$ cat src/rtl/superio_config_register_block_macros.svh
// ----------------------------------------------------------------------------
// superio config register block assertion macros
// shared concurrent assertion forms for the rtl files
// ----------------------------------------------------------------------------
`ifndef SUPERIO_CONFIG_REGISTER_BLOCK_MACROS_SVH
`define SUPERIO_CONFIG_REGISTER_BLOCK_MACROS_SVH

// same-cycle implication, disabled while reset is asserted
`define SIO_ASSERT_NOW(label, clk, rst_n, ante, cons) \
    label: assert property (@(posedge clk) disable iff (!rst_n) (ante) |-> (cons)) \
        else $error("sio assertion failed");

// next-cycle implication, disabled while reset is asserted
`define SIO_ASSERT_NEXT(label, clk, rst_n, ante, cons) \
    label: assert property (@(posedge clk) disable iff (!rst_n) (ante) |=> (cons)) \
        else $error("sio assertion failed");

`endif

$ cat src/rtl/sio_cfg_pkg.sv
`timescale 1ns / 1ps
// ----------------------------------------------------------------------------
// sio_cfg_pkg
// shared constants, types and reset values of the super i/o config port
// ----------------------------------------------------------------------------
package sio_cfg_pkg;

    localparam int unsigned MAX_INDEX     = 21;
    localparam int unsigned REG9_INIT     = 9;
    localparam bit          DISK_START_ON = 1'b0;

    localparam int unsigned NREGS = MAX_INDEX + 1;
    localparam int unsigned IDX_W = $clog2(NREGS);

    // access kinds
    localparam logic OP_READ  = 1'b0;
    localparam logic OP_WRITE = 1'b1;

    // port offsets
    localparam logic [1:0] PORT_KEY      = 2'd0;
    localparam logic [1:0] PORT_INDEX    = 2'd1;
    localparam logic [1:0] PORT_DATA     = 2'd2;
    localparam logic [1:0] PORT_DATA_ALT = 2'd3;

    // register indexes
    localparam logic [IDX_W-1:0] REG_CFG0 = IDX_W'(0);
    localparam logic [IDX_W-1:0] REG_CFG1 = IDX_W'(1);
    localparam logic [IDX_W-1:0] REG_CFG3 = IDX_W'(3);
    localparam logic [IDX_W-1:0] REG_CFG4 = IDX_W'(4);
    localparam logic [IDX_W-1:0] REG_CFG6 = IDX_W'(6);
    localparam logic [IDX_W-1:0] REG_CFG7 = IDX_W'(7);
    localparam logic [IDX_W-1:0] REG_CFG9 = IDX_W'(9);
    localparam logic [IDX_W-1:0] REG_CFGA = IDX_W'(10);
    localparam logic [IDX_W-1:0] REG_CFGC = IDX_W'(12);
    localparam logic [IDX_W-1:0] REG_CFGD = IDX_W'(13);

    localparam logic [7:0] KEY_BASE   = 8'h88;
    localparam logic [7:0] REG6_MASK  = 8'hF3;
    localparam logic [7:0] REG7_RMASK = 8'h0F;
    localparam logic [7:0] READ_IDLE  = 8'hFF;
    localparam logic [7:0] REG0_DEF   = 8'hD0;
    localparam logic [7:0] REG0_SEC   = 8'h90;
    localparam logic [7:0] REG0_DISK  = 8'h7F;

    // ide presence codes
    localparam logic [1:0] IDE_NONE = 2'd0;

    // floppy and disk mode codes
    localparam logic [1:0] MODE_OFF       = 2'd0;
    localparam logic [1:0] MODE_PRIMARY   = 2'd1;
    localparam logic [1:0] MODE_SECONDARY = 2'd2;

    // standard resource bases and irq lines
    localparam logic [9:0] COM_3F8 = 10'h3F8;
    localparam logic [9:0] COM_2F8 = 10'h2F8;
    localparam logic [9:0] COM_3E8 = 10'h3E8;
    localparam logic [9:0] COM_2E8 = 10'h2E8;
    localparam logic [9:0] LPT_3BC = 10'h3BC;
    localparam logic [9:0] LPT_278 = 10'h278;
    localparam logic [9:0] LPT_378 = 10'h378;
    localparam logic [3:0] IRQ3    = 4'd3;
    localparam logic [3:0] IRQ4    = 4'd4;
    localparam logic [3:0] IRQ5    = 4'd5;
    localparam logic [3:0] IRQ7    = 4'd7;

    // post-update register values that feed the resource decode
    typedef struct packed {
        logic [7:0] r0;
        logic [7:0] r1;
        logic [7:0] r3;
        logic [7:0] r4;
        logic [7:0] r6;
        logic [1:0] ide;
    } dec_regs_t;

    // decoded resource assignment
    typedef struct packed {
        logic [9:0] uart_a_addr;
        logic [3:0] uart_a_irq;
        logic       uart_a_on;
        logic [9:0] uart_b_addr;
        logic [3:0] uart_b_irq;
        logic       uart_b_on;
        logic [9:0] printer_addr;
        logic [3:0] printer_irq;
        logic       printer_on;
        logic [1:0] floppy_mode;
        logic [1:0] disk_mode;
    } res_t;

    // strap default of register 0 for a given ide setting
    function automatic logic [7:0] reg0_strap(logic [1:0] ide);
        logic [7:0] v;
        v = REG0_DEF;
        if (ide != IDE_NONE)
        begin
            if (ide[1])
                v = REG0_SEC;
            if (DISK_START_ON)
                v = v & REG0_DISK;
        end
        return v;
    endfunction

    // reset value of each register with ide absent
    function automatic logic [7:0] reg_reset(logic [IDX_W-1:0] i);
        logic [7:0] v;
        v = 8'h00;
        case (i)
            REG_CFG0: v = reg0_strap(IDE_NONE);
            REG_CFG1: v = 8'h2C;
            REG_CFG3: v = 8'h30;
            REG_CFG7: v = 8'hF5;
            REG_CFG9: v = 8'(REG9_INIT);
            REG_CFGA: v = 8'h1F;
            REG_CFGC: v = 8'h2C;
            REG_CFGD: v = 8'hA3;
            default:  v = 8'h00;
        endcase
        return v;
    endfunction

endpackage

$ cat src/rtl/superio_config_register_block.sv
`timescale 1ns / 1ps
// ----------------------------------------------------------------------------
// superio_config_register_block
// configuration port of a super i/o chip: key unlock, index and data
// accesses, write lock, and decoded serial, parallel, floppy and ide
// resources on every beat
// ----------------------------------------------------------------------------
//  channel   handshake                  payload
//  input     in_valid / in_stall        operation, port_offset, write_data
//  output    out_valid / out_stall      read_data, uart_*, printer_*, floppy/disk
//  config    cfg_write_en               cfg_write_data (ide presence)
//
//  one beat per cycle while out_stall is low; an accepted beat sits in the input
//  register, moves into the result register once that has room and leaves it
//  again when out_stall is low
//  the register file update and the decode sit between those two registers
//  reset loads all register defaults at once; there is no clearing pass
//  an output stall holds the result register and backs up into the input
//  register; in_stall rises only when both stages are full
// ----------------------------------------------------------------------------
`include "superio_config_register_block_macros.svh"

module superio_config_register_block (
    input  logic       clk,
    input  logic       rst_n,

    // access beats in
    input  logic       in_valid,
    output logic       in_stall,
    input  logic       operation,
    input  logic [1:0] port_offset,
    input  logic [7:0] write_data,

    // result beats out
    output logic       out_valid,
    input  logic       out_stall,
    output logic [7:0] read_data,
    output logic [9:0] uart_a_addr,
    output logic [3:0] uart_a_irq,
    output logic       uart_a_on,
    output logic [9:0] uart_b_addr,
    output logic [3:0] uart_b_irq,
    output logic       uart_b_on,
    output logic [9:0] printer_addr,
    output logic [3:0] printer_irq,
    output logic       printer_on,
    output logic [1:0] floppy_mode,
    output logic [1:0] disk_mode,

    // ide presence strap register
    input  logic       cfg_write_en,
    input  logic [1:0] cfg_write_data
);

    // input stage
    logic       s1_valid_reg;
    logic       s1_op_reg;
    logic [1:0] s1_port_reg;
    logic [7:0] s1_data_reg;

    // result stage
    logic              out_valid_reg;
    logic [7:0]        rd_reg;
    sio_cfg_pkg::res_t res_reg;

    logic                   out_room;
    logic                   s1_move;
    logic                   in_take;
    logic [7:0]             rd_next;
    sio_cfg_pkg::dec_regs_t dec_regs;
    sio_cfg_pkg::res_t      res_next;

    // result register frees up when empty or when its beat leaves
    assign out_room = !out_valid_reg || !out_stall;
    // the beat in the input register is processed as it moves on
    assign s1_move  = s1_valid_reg && out_room;
    assign in_stall = s1_valid_reg && !out_room;
    assign in_take  = in_valid && !in_stall;

    sio_cfg_regs u_regs (
        .clk      (clk),
        .rst_n    (rst_n),
        .step     (s1_move),
        .op       (s1_op_reg),
        .port     (s1_port_reg),
        .wdata    (s1_data_reg),
        .cfg_we   (cfg_write_en),
        .cfg_data (cfg_write_data),
        .rdata    (rd_next),
        .dec      (dec_regs)
    );

    sio_cfg_decode u_decode (
        .regs_in (dec_regs),
        .res     (res_next)
    );

    always_ff @(posedge clk or negedge rst_n)
    begin
        if (!rst_n)
        begin
            s1_valid_reg  <= 1'b0;
            out_valid_reg <= 1'b0;
        end
        else
        begin
            if (in_take)
                s1_valid_reg <= 1'b1;
            else if (s1_move)
                s1_valid_reg <= 1'b0;
            if (out_room)
                out_valid_reg <= s1_valid_reg;
        end
    end

    // payload registers, no reset
    always_ff @(posedge clk)
    begin
        if (in_take)
        begin
            s1_op_reg   <= operation;
            s1_port_reg <= port_offset;
            s1_data_reg <= write_data;
        end
        if (s1_move)
        begin
            rd_reg  <= rd_next;
            res_reg <= res_next;
        end
    end

    assign out_valid    = out_valid_reg;
    assign read_data    = rd_reg;
    assign uart_a_addr  = res_reg.uart_a_addr;
    assign uart_a_irq   = res_reg.uart_a_irq;
    assign uart_a_on    = res_reg.uart_a_on;
    assign uart_b_addr  = res_reg.uart_b_addr;
    assign uart_b_irq   = res_reg.uart_b_irq;
    assign uart_b_on    = res_reg.uart_b_on;
    assign printer_addr = res_reg.printer_addr;
    assign printer_irq  = res_reg.printer_irq;
    assign printer_on   = res_reg.printer_on;
    assign floppy_mode  = res_reg.floppy_mode;
    assign disk_mode    = res_reg.disk_mode;

    // a stall on the input side only happens with a beat waiting inside
    `SIO_ASSERT_NOW(a_stall_needs_beat, clk, rst_n, in_stall, s1_valid_reg && out_valid_reg)
    // a beat moved out of the input register always lands in the result register
    `SIO_ASSERT_NEXT(a_move_lands, clk, rst_n, s1_move, out_valid_reg)
    // a stalled result is never dropped
    `SIO_ASSERT_NEXT(a_out_held, clk, rst_n, out_valid_reg && out_stall, out_valid_reg)

endmodule

$ cat src/rtl/sio_cfg_regs.sv
`timescale 1ns / 1ps
// ----------------------------------------------------------------------------
// sio_cfg_regs
// register file, key unlock, index and write lock with read mux
// ----------------------------------------------------------------------------
`include "superio_config_register_block_macros.svh"

module sio_cfg_regs (
    input  logic                  clk,
    input  logic                  rst_n,
    input  logic                  step,
    input  logic                  op,
    input  logic [1:0]            port,
    input  logic [7:0]            wdata,
    input  logic                  cfg_we,
    input  logic [1:0]            cfg_data,
    output logic [7:0]            rdata,
    output sio_cfg_pkg::dec_regs_t dec
);

    logic [7:0]                    regs_reg [sio_cfg_pkg::NREGS];
    logic [1:0]                    ide_reg;
    logic                          unlocked_reg;
    logic                          unlocked_next;
    logic [sio_cfg_pkg::IDX_W-1:0] index_reg;
    logic [sio_cfg_pkg::IDX_W-1:0] index_next;
    logic                          lock_reg;
    logic                          lock_next;
    logic                          wr_en;
    logic [7:0]                    wr_val;
    logic [7:0]                    key;
    logic [7:0]                    cur;

    assign key = sio_cfg_pkg::KEY_BASE | {7'b0, regs_reg[sio_cfg_pkg::REG_CFGC][5]};
    assign cur = regs_reg[index_reg];

    always_comb
    begin
        wr_en         = 1'b0;
        wr_val        = wdata;
        unlocked_next = unlocked_reg;
        index_next    = index_reg;
        lock_next     = lock_reg;
        if (index_reg == sio_cfg_pkg::REG_CFG6)
            wr_val = wdata & sio_cfg_pkg::REG6_MASK;
        if (step && op == sio_cfg_pkg::OP_WRITE)
        begin
            case (port)
                sio_cfg_pkg::PORT_KEY:
                    unlocked_next = (wdata == key);
                sio_cfg_pkg::PORT_INDEX:
                begin
                    if (wdata <= 8'(sio_cfg_pkg::MAX_INDEX))
                        index_next = sio_cfg_pkg::IDX_W'(wdata);
                end
                default:
                begin
                    wr_en = unlocked_reg && !lock_reg;
                    // lock follows bit 6 only when a write to register 9 flips it
                    if (wr_en && index_reg == sio_cfg_pkg::REG_CFG9
                        && (cur[6] != wr_val[6]))
                        lock_next = wr_val[6];
                end
            endcase
        end
    end

    // read data from the state before this beat
    always_comb
    begin
        rdata = sio_cfg_pkg::READ_IDLE;
        if (op == sio_cfg_pkg::OP_READ && unlocked_reg)
        begin
            if (port == sio_cfg_pkg::PORT_INDEX)
                rdata = 8'(index_reg);
            else if (port == sio_cfg_pkg::PORT_DATA)
            begin
                if (index_reg == sio_cfg_pkg::REG_CFG7)
                    rdata = cur & sio_cfg_pkg::REG7_RMASK;
                else if (!lock_reg)
                    rdata = cur;
            end
        end
    end

    // values after this beat for the resource decode
    always_comb
    begin
        dec.r0  = (wr_en && index_reg == sio_cfg_pkg::REG_CFG0) ? wr_val
                : regs_reg[sio_cfg_pkg::REG_CFG0];
        dec.r1  = (wr_en && index_reg == sio_cfg_pkg::REG_CFG1) ? wr_val
                : regs_reg[sio_cfg_pkg::REG_CFG1];
        dec.r3  = (wr_en && index_reg == sio_cfg_pkg::REG_CFG3) ? wr_val
                : regs_reg[sio_cfg_pkg::REG_CFG3];
        dec.r4  = (wr_en && index_reg == sio_cfg_pkg::REG_CFG4) ? wr_val
                : regs_reg[sio_cfg_pkg::REG_CFG4];
        dec.r6  = (wr_en && index_reg == sio_cfg_pkg::REG_CFG6) ? wr_val
                : regs_reg[sio_cfg_pkg::REG_CFG6];
        dec.ide = ide_reg;
    end

    always_ff @(posedge clk or negedge rst_n)
    begin
        if (!rst_n)
        begin
            for (int i = 0; i < sio_cfg_pkg::NREGS; i++)
            begin
                regs_reg[i] <= sio_cfg_pkg::reg_reset(sio_cfg_pkg::IDX_W'(i));
            end
            ide_reg      <= sio_cfg_pkg::IDE_NONE;
            unlocked_reg <= 1'b0;
            index_reg    <= '0;
            lock_reg     <= 1'b0;
        end
        else
        begin
            if (cfg_we)
            begin
                ide_reg                          <= cfg_data;
                regs_reg[sio_cfg_pkg::REG_CFG0] <= sio_cfg_pkg::reg0_strap(cfg_data);
            end
            else if (wr_en)
            begin
                regs_reg[index_reg] <= wr_val;
            end
            unlocked_reg <= unlocked_next;
            index_reg    <= index_next;
            lock_reg     <= lock_next;
        end
    end

    // once set, the lock blocks the only write that could clear it
    `SIO_ASSERT_NEXT(a_lock_sticky, clk, rst_n, lock_reg, lock_reg)
    `SIO_ASSERT_NOW(a_index_range, clk, rst_n, 1'b1,
        index_reg <= sio_cfg_pkg::IDX_W'(sio_cfg_pkg::MAX_INDEX))
    `SIO_ASSERT_NOW(a_reg6_masked, clk, rst_n, 1'b1,
        regs_reg[sio_cfg_pkg::REG_CFG6][3:2] == 2'b00)

endmodule

$ cat src/rtl/sio_cfg_decode.sv
`timescale 1ns / 1ps
// ----------------------------------------------------------------------------
// sio_cfg_decode
// serial, parallel, floppy and ide resource decode from register values
// ----------------------------------------------------------------------------
module sio_cfg_decode (
    input  sio_cfg_pkg::dec_regs_t regs_in,
    output sio_cfg_pkg::res_t      res
);

    // one serial port; is_b picks the second port's address and irq pairing
    function automatic logic [14:0] uart_dec(logic s0, logic s1, logic s2,
                                             logic dis, logic is_b);
        logic [9:0] a;
        logic [3:0] q;
        logic       en;
        a  = '0;
        q  = '0;
        en = 1'b1;
        if (s2)
        begin
            a = is_b ? sio_cfg_pkg::COM_3F8 : sio_cfg_pkg::COM_2F8;
            q = is_b ? sio_cfg_pkg::IRQ4 : sio_cfg_pkg::IRQ3;
        end
        else
        begin
            case ({s1, s0})
                2'b00:
                begin
                    a = is_b ? sio_cfg_pkg::COM_3E8 : sio_cfg_pkg::COM_2E8;
                    q = is_b ? sio_cfg_pkg::IRQ4 : sio_cfg_pkg::IRQ3;
                end
                2'b01:
                begin
                    a = is_b ? sio_cfg_pkg::COM_2E8 : sio_cfg_pkg::COM_3E8;
                    q = is_b ? sio_cfg_pkg::IRQ3 : sio_cfg_pkg::IRQ4;
                end
                2'b10:
                begin
                    a = is_b ? sio_cfg_pkg::COM_2F8 : sio_cfg_pkg::COM_3F8;
                    q = is_b ? sio_cfg_pkg::IRQ3 : sio_cfg_pkg::IRQ4;
                end
                default:
                    en = 1'b0;
            endcase
        end
        if (dis)
            en = 1'b0;
        return en ? {a, q, 1'b1} : 15'd0;
    endfunction

    logic [9:0] lpt_a;
    logic [3:0] lpt_q;
    logic       lpt_en;

    always_comb
    begin
        {res.uart_a_addr, res.uart_a_irq, res.uart_a_on} =
            uart_dec(regs_in.r1[0], regs_in.r1[2], regs_in.r3[3], regs_in.r4[5], 1'b0);
        {res.uart_b_addr, res.uart_b_irq, res.uart_b_on} =
            uart_dec(regs_in.r1[1], regs_in.r1[3], regs_in.r3[2], regs_in.r4[4], 1'b1);

        lpt_a  = '0;
        lpt_q  = '0;
        lpt_en = 1'b1;
        case (regs_in.r1[5:4])
            2'b00:
            begin
                lpt_a = sio_cfg_pkg::LPT_3BC;
                lpt_q = sio_cfg_pkg::IRQ7;
            end
            2'b01:
            begin
                lpt_a = sio_cfg_pkg::LPT_278;
                lpt_q = sio_cfg_pkg::IRQ5;
            end
            2'b10:
            begin
                lpt_a = sio_cfg_pkg::LPT_378;
                lpt_q = sio_cfg_pkg::IRQ7;
            end
            default:
                lpt_en = 1'b0;
        endcase
        if (regs_in.r4[7])
            lpt_en = 1'b0;
        res.printer_addr = lpt_en ? lpt_a : '0;
        res.printer_irq  = lpt_en ? lpt_q : '0;
        res.printer_on   = lpt_en;

        if (regs_in.r0[5] || regs_in.r6[3])
            res.floppy_mode = sio_cfg_pkg::MODE_OFF;
        else
            res.floppy_mode = regs_in.r0[4] ? sio_cfg_pkg::MODE_PRIMARY
                                            : sio_cfg_pkg::MODE_SECONDARY;
        if (regs_in.ide == sio_cfg_pkg::IDE_NONE || regs_in.r0[7])
            res.disk_mode = sio_cfg_pkg::MODE_OFF;
        else
            res.disk_mode = regs_in.r0[6] ? sio_cfg_pkg::MODE_PRIMARY
                                          : sio_cfg_pkg::MODE_SECONDARY;
    end

endmodule
$ cat config.mk
export PLATFORM = sky130hd
export DESIGN_NAME = superio_config_register_block
export DESIGN_NICKNAME = d
export VERILOG_FILES = /design/src/rtl/sio_cfg_pkg.sv /design/src/rtl/superio_config_register_block.sv /design/src/rtl/sio_cfg_regs.sv /design/src/rtl/sio_cfg_decode.sv
export VERILOG_INCLUDE_DIRS = /design/src /design/src/rtl
export SDC_FILE = /design/constraint.sdc
export NUM_CORES = 1
export LEC_CHECK = 0
export ABC_AREA = 1
export BUFFER_PORTS_ARGS = -buffer_cell sky130_fd_sc_hd__buf_2
export CAP_MARGIN = 20
export CORE_ASPECT_RATIO = 2
export CORE_UTILIZATION = 35
export CTS_CLUSTER_DIAMETER = 40
export DETAILED_ROUTE_END_ITERATION = 16
export GPL_ROUTABILITY_DRIVEN = 0
export GPL_TIMING_DRIVEN = 0
export PLACE_DENSITY = 0.56
export SYNTH_ARGS = -nofsm -noshare
export SYNTH_HDL_FRONTEND = slang
export SYNTH_HIERARCHICAL = 1
export SYNTH_SLANG_ARGS = --single-unit
export TNS_END_PERCENT = 100
$ cat constraint.sdc
create_clock -name clk -period 16.15 [get_ports clk]
set_clock_uncertainty 0.1 [all_clocks]
set_input_delay 0.8075 -clock clk [delete_from_list [all_inputs] [get_ports clk]]
set_output_delay 0.8075 -clock clk [all_outputs]
set_load 0.02 [all_outputs]
==> impl_metrics.env, run 1 <==
export IMPL_cts_num_sinks=255
export IMPL_htreeDepth=1
export IMPL_critPathTopFamily="compound AO/OA/AOI/OAI gates"
export IMPL_postCtsSetupBuffers=0
export IMPL_status="finished, final reports clean"
export IMPL_startpoint="out_valid$_DFFE_PN0P_"
export IMPL_netlist_instances=1254
export IMPL_slew_violations=0
export IMPL_vias=9127
export IMPL_die_y_um=262
export IMPL_fin_util_pct=40.7
export IMPL_dr_pass1_iters=5
export IMPL_min_path_type="primary input to async pin"
export IMPL_power_total_uw=1400
export IMPL_grt_max_degree=114
export IMPL_wl_per_cell_um=20.5
export IMPL_die_area_um2=34600
export IMPL_clockBufferDepth=3
export IMPL_cp_start_kind="register"
export IMPL_arrival_ns=4.05
export IMPL_drt_total_wl_um=37300
export IMPL_synth_area_per_cell_um2=9.45
export IMPL_antenna_found_initial=0
export IMPL_max_freq_mhz=259
export IMPL_route_detailed_drc=0
export IMPL_fin_crit_ns=3.85
export IMPL_synth_warnings=6
export IMPL_cts_resized=0
export IMPL_drive_above_1_share_pct=22.1
export IMPL_grt_pass1_wl_um=55200
export IMPL_crit_required_ns=16.35
export IMPL_fp_row_count=95
export IMPL_setup_viol=0
export IMPL_drt_iter0_markers=726
export IMPL_max_stage_delay_ns=0.77
export IMPL_crit_path_top_delay_cell="a21oi_4"
export IMPL_viasPerCell=5.02
export IMPL_syn_area_um2=11800
export IMPL_area_growth_pct=14.8
export IMPL_post_route_period_util_pct=23.9
export IMPL_dpl_cell_count=1778
export IMPL_vdd_drop_max_mv=0.0790
export IMPL_initial_core_util_pct=35.5
export IMPL_overflow=0
export IMPL_worst_slew_pin_slew_ns=0.945
export IMPL_io_pins=77
export IMPL_num_antenna_cells=0
export IMPL_p_per_area_nw_per_um2=103
export IMPL_timing_setup_tns_ns=0
export IMPL_cts_made_buffers=23
export IMPL_p_leak_uw=0.00593
export IMPL_pwr_share_seq_pct=48.9
export IMPL_core_um2=33400
export IMPL_cp_cell_sequence="a21oi_4, buf_12, nand2_1, inv_2, nand4_4, inv_4, nand3_2, clkbuf_1, o21ai_0, ha_1, nand2_2, nand2_4, inv_1, buf_4"
export IMPL_critPathMaxFanout=31
export IMPL_ctsHoldBuffers=0
export IMPL_combPwrFrac_pct=12.8
export IMPL_max_cap_viol_count=0
export IMPL_fin_nets=1395
export IMPL_worst_path_buf_inv=6
export IMPL_fin_cells=1819
export IMPL_power_switching_uw=403
export IMPL_crit_path_end_kind="register"
export IMPL_switching_share_pct=28.8
export IMPL_clkPwrFrac_pct=38.3
export IMPL_path_class="register to register"
export IMPL_clk_pin_slew_ns=0.07
export IMPL_dp_hpwl_um=27400
export IMPL_internal_power_uw=998
export IMPL_hold_violations=0
export IMPL_die_x_um=132
export IMPL_io_buffers=76
export IMPL_slew_headroom_pct=36.9
export IMPL_cts_root_buf="clkbuf_16"
export IMPL_drt_antenna_violating_nets=0
export IMPL_rsz0062_at_grt="false"
export IMPL_clk_latency_ns=0.54
export IMPL_track_usage_pct=21.7
export IMPL_worstReg2RegStart="out_valid$_DFFE_PN0P_"
export IMPL_largest_reg_flops=175
export IMPL_grt_pass1_vias=8899
export IMPL_cts_tree="yes"
[per-stage QoR]
stage	hold slack, ns	cell area [µm²]	setup slack [ns]
floorplan	0.343	11900	10.18
global placement	0.355	12800	8.57
detailed placement	0.360	12900	11.81
CTS	0.283	13600	12.29
global route	0.322	13600	12.04
finish	0.234	13600	12.30
[path summary, 6_finish.rpt]
| path | to | slack, ns | cells past startpoint |
|---|---|---|---|
| worst max-delay path | uart_a_addr[5]$_DFFE_PP_ | 12.30 | 14 |
| worst min-delay path | u_regs/regs_reg[46]$_DFFE_PN0P_ | 0.23 | 1 |
| max in group asynchronous | u_regs/regs_reg[172]$_DFFE_PN1P_ | 14.78 | 2 |
| min in group clk | s1_port_reg[0]$_DFFE_PP_ | 0.35 | 1 |
| worst max register to register | uart_a_addr[5]$_DFFE_PP_ | 12.30 | 14 |
| worst min register to register | u_regs/ide_reg[1]$_DFFE_PN0P_ | 0.37 | 2 |
[per-layer routing]
layer	vias to the layer above	GRT usage, %	wire length [µm]
met1	4388	23.0	13100
met2	315	38.7	19100
met3	121	2.57	1870
li1	4303	-	-
met4	0	18.2	3300
met5	-	0	0
[cells in the final DEF, fill, tap and decap left out, types with 15 or more instances in the layout]
master     instances
inv_2             15
o21ai_0          107
o21ai_1           84
buf_2             94
edfxtp_1          68
nor2_1            44
a22oi_1           25
a21oi_1           26
nand2_1          409
buf_6             19
clkbuf_16         23
buf_4             39
nand3_1           21
nand2_2           21
dfrtp_1          159
inv_1             55
dfstp_2           28
clkbuf_1          20
[power by group through the flow]
stage               sequential, µW  combinational, µW  clock (µW)
floorplan                      704               88.9           0
global placement               699                175           0
detailed placement             698                177           0
CTS                            685                178         549
global route                   686                188         571
finish                         685                179         537
[final cells by class]
type | count | area (µm²)
Buffer | 95 | 669
Clock buffer | 29 | 638
Clock inverter | 12 | 77.6
Fill cell | 3308 | 19800
Inverter | 74 | 288
Multi-Input combinational cell | 840 | 4180
Sequential cell | 255 | 6760
Tap cell | 436 | 546
Timing Repair Buffer | 78 | 438
No activity file was read; power rests on OpenSTA's default activity.
==> run 2: changes to the inputs <==
==> constraint.sdc (replaced) <==
create_clock -name clk -period 3.75 [get_ports clk]
set_clock_uncertainty 0.1 [all_clocks]
set_input_delay 0.1875 -clock clk [delete_from_list [all_inputs] [get_ports clk]]
set_output_delay 0.1875 -clock clk [all_outputs]
set_load 0.02 [all_outputs]
==> impl_metrics.env, run 2 (synthesis results as in run 1) <==
export IMPL_initial_core_util_pct=35.5
export IMPL_slew_violations=0
export IMPL_critPathMaxFanout=32
export IMPL_fin_crit_ns=3.39
export IMPL_fin_nets=1421
export IMPL_vdd_drop_max_mv=0.279
export IMPL_antenna_found_initial=0
export IMPL_viasPerCell=4.99
export IMPL_dp_hpwl_um=27400
export IMPL_drt_iter0_markers=742
export IMPL_min_path_type="primary input to async pin"
export IMPL_crit_required_ns=4.07
export IMPL_power_switching_uw=1770
export IMPL_rsz0062_at_grt="false"
export IMPL_largest_reg_flops=175
export IMPL_track_usage_pct=22.3
export IMPL_path_class="register to register"
export IMPL_hold_violations=0
export IMPL_grt_pass1_vias=8978
export IMPL_wl_per_cell_um=20.5
export IMPL_route_detailed_drc=0
export IMPL_worst_r2r_cell_count=15
export IMPL_fp_row_count=95
export IMPL_grt_pass1_wl_um=56400
export IMPL_clk_latency_ns=0.54
export IMPL_cts_root_buf="clkbuf_16"
export IMPL_switching_share_pct=28.4
export IMPL_num_antenna_cells=0
export IMPL_final_common_cell="nand2_1"
export IMPL_power_total_uw=6230
export IMPL_p_per_area_nw_per_um2=448
export IMPL_htreeDepth=1
export IMPL_max_freq_mhz=295
export IMPL_worst_slew_pin_slew_ns=0.880
export IMPL_die_x_um=132
export IMPL_die_y_um=262
export IMPL_die_area_um2=34600
export IMPL_p_leak_uw=0.00607
export IMPL_io_buffers=76
export IMPL_clk_pin_slew_ns=0.07
export IMPL_cts_made_buffers=23
export IMPL_crit_path_end_kind="register"
export IMPL_dr_pass1_iters=5
export IMPL_holdWs_ns=0.120
export IMPL_clkPwrFrac_pct=39.8
export IMPL_fin_util_pct=41.6
export IMPL_cts_tree="yes"
export IMPL_combPwrFrac_pct=12.9
export IMPL_area_growth_pct=17.3
export IMPL_worstReg2RegStart="out_valid$_DFFE_PN0P_"
export IMPL_timing_setup_tns_ns=0
export IMPL_setup_viol=0
export IMPL_clockBufferDepth=3
export IMPL_post_route_period_util_pct=90.3
export IMPL_max_cap_viol_count=0
export IMPL_core_um2=33400
export IMPL_cp_start_kind="register"
export IMPL_slew_headroom_pct=41.3
export IMPL_arrival_ns=3.71
export IMPL_grt_max_degree=110
export IMPL_cts_num_sinks=255
export IMPL_cts_resized=0
export IMPL_vias=9216
export IMPL_internal_power_uw=4460
export IMPL_drt_antenna_violating_nets=0
export IMPL_layout_common_cells="nand2_1, dfrtp_1, o21ai_0"
export IMPL_overflow=0
export IMPL_drt_total_wl_um=37900
export IMPL_drive_above_1_share_pct=22.2
export IMPL_startpoint="out_valid$_DFFE_PN0P_"
export IMPL_pwr_share_seq_pct=47.4
export IMPL_io_pins=77
export IMPL_status="finished, final reports clean"
## run 2: cell count changes in the layout (fill, tap and decap cells not counted), sizes merged
cell,delta
a21oi,+1
buf,+7
bufinv,+3
clkbuf,-4
clkinv,+1
clkinvlp,-1
dlygate4sd3,+18
inv,+2
## run 2: final cells by class
cell class | instances | area, µm²
plain buffers | 95 | 669
clock inverters | 17 | 188
multi-input cells | 841 | 4190
fillers | 3285 | 19500
flip-flops and latches | 255 | 6760
inverters | 74 | 288
clock buffers | 25 | 583
well taps | 436 | 546
repair buffers | 103 | 671
## run 2: power by group through the flow
stage                     registers [µW]  logic (µW)  clock network, µW
final                               2950         802               2480
after global routing                2950         841               2640
after floorplan                     3030         384                  0
after detailed placement            3010         764                  0
after global placement              3010         753                  0
after CTS                           2950         783               2540
## run 2: worst paths after layout
path,slack (ns),end
worst max-delay path,0.36,printer_addr[7]$_DFFE_PP_
worst min-delay path,0.12,out_valid$_DFFE_PN0P_
worst max register to register,0.36,printer_addr[7]$_DFFE_PP_
worst min register to register,0.37,u_regs/regs_reg[114]$_DFFE_PN1P_
max in group asynchronous,2.33,u_regs/regs_reg[40]$_DFFE_PN0P_
min in group clk,0.26,s1_data_reg[2]$_DFFE_PP_
## run 2: repair_timing
item,CTS,global route
endpoints found under the setup margin,17,16
endpoints found under the hold margin,96,0
buffers inserted,0,7
pin swaps,1,1
cloned,1,0
hold buffers,18,0
## run 2: stage by stage
stage	cell area (µm²)	cells	setup WS, ns
4_1_cts	13800	1839	0.174
6_report	13900	1846	0.363
2_1_floorplan	11900	1264	0.0671
5_1_grt	13900	1846	0.0419
3_5_place_dp	12900	1778	-0.108
3_3_place_gp	12800	1776	-0.758
## run 2: worst max-delay path, stage by stage, from the launching register on
cell and delay, ns:
dfrtp_1 0.47, a21oi_4 0.32, buf_12 0.24, nand2_1 0.14, inv_2 0.09, nand4_4 0.20, inv_4 0.24, nand3_2 0.15
clkbuf_1 0.19, nand2_1 0.07, o21ai_0 0.16, ha_1 0.29, nor2_2 0.23, inv_1 0.09, nor2_1 0.14, buf_4 0.13
## run 2: metal layers
layer | vias to the layer above | global-route usage (%) | wire length, µm
met3 | 114 | 2.78 | 1890
met4 | 0 | 16.9 | 2830
met1 | 4416 | 23.6 | 13300
li1 | 4364 | - | -
met2 | 322 | 40.4 | 19900
met5 | - | 0 | 0
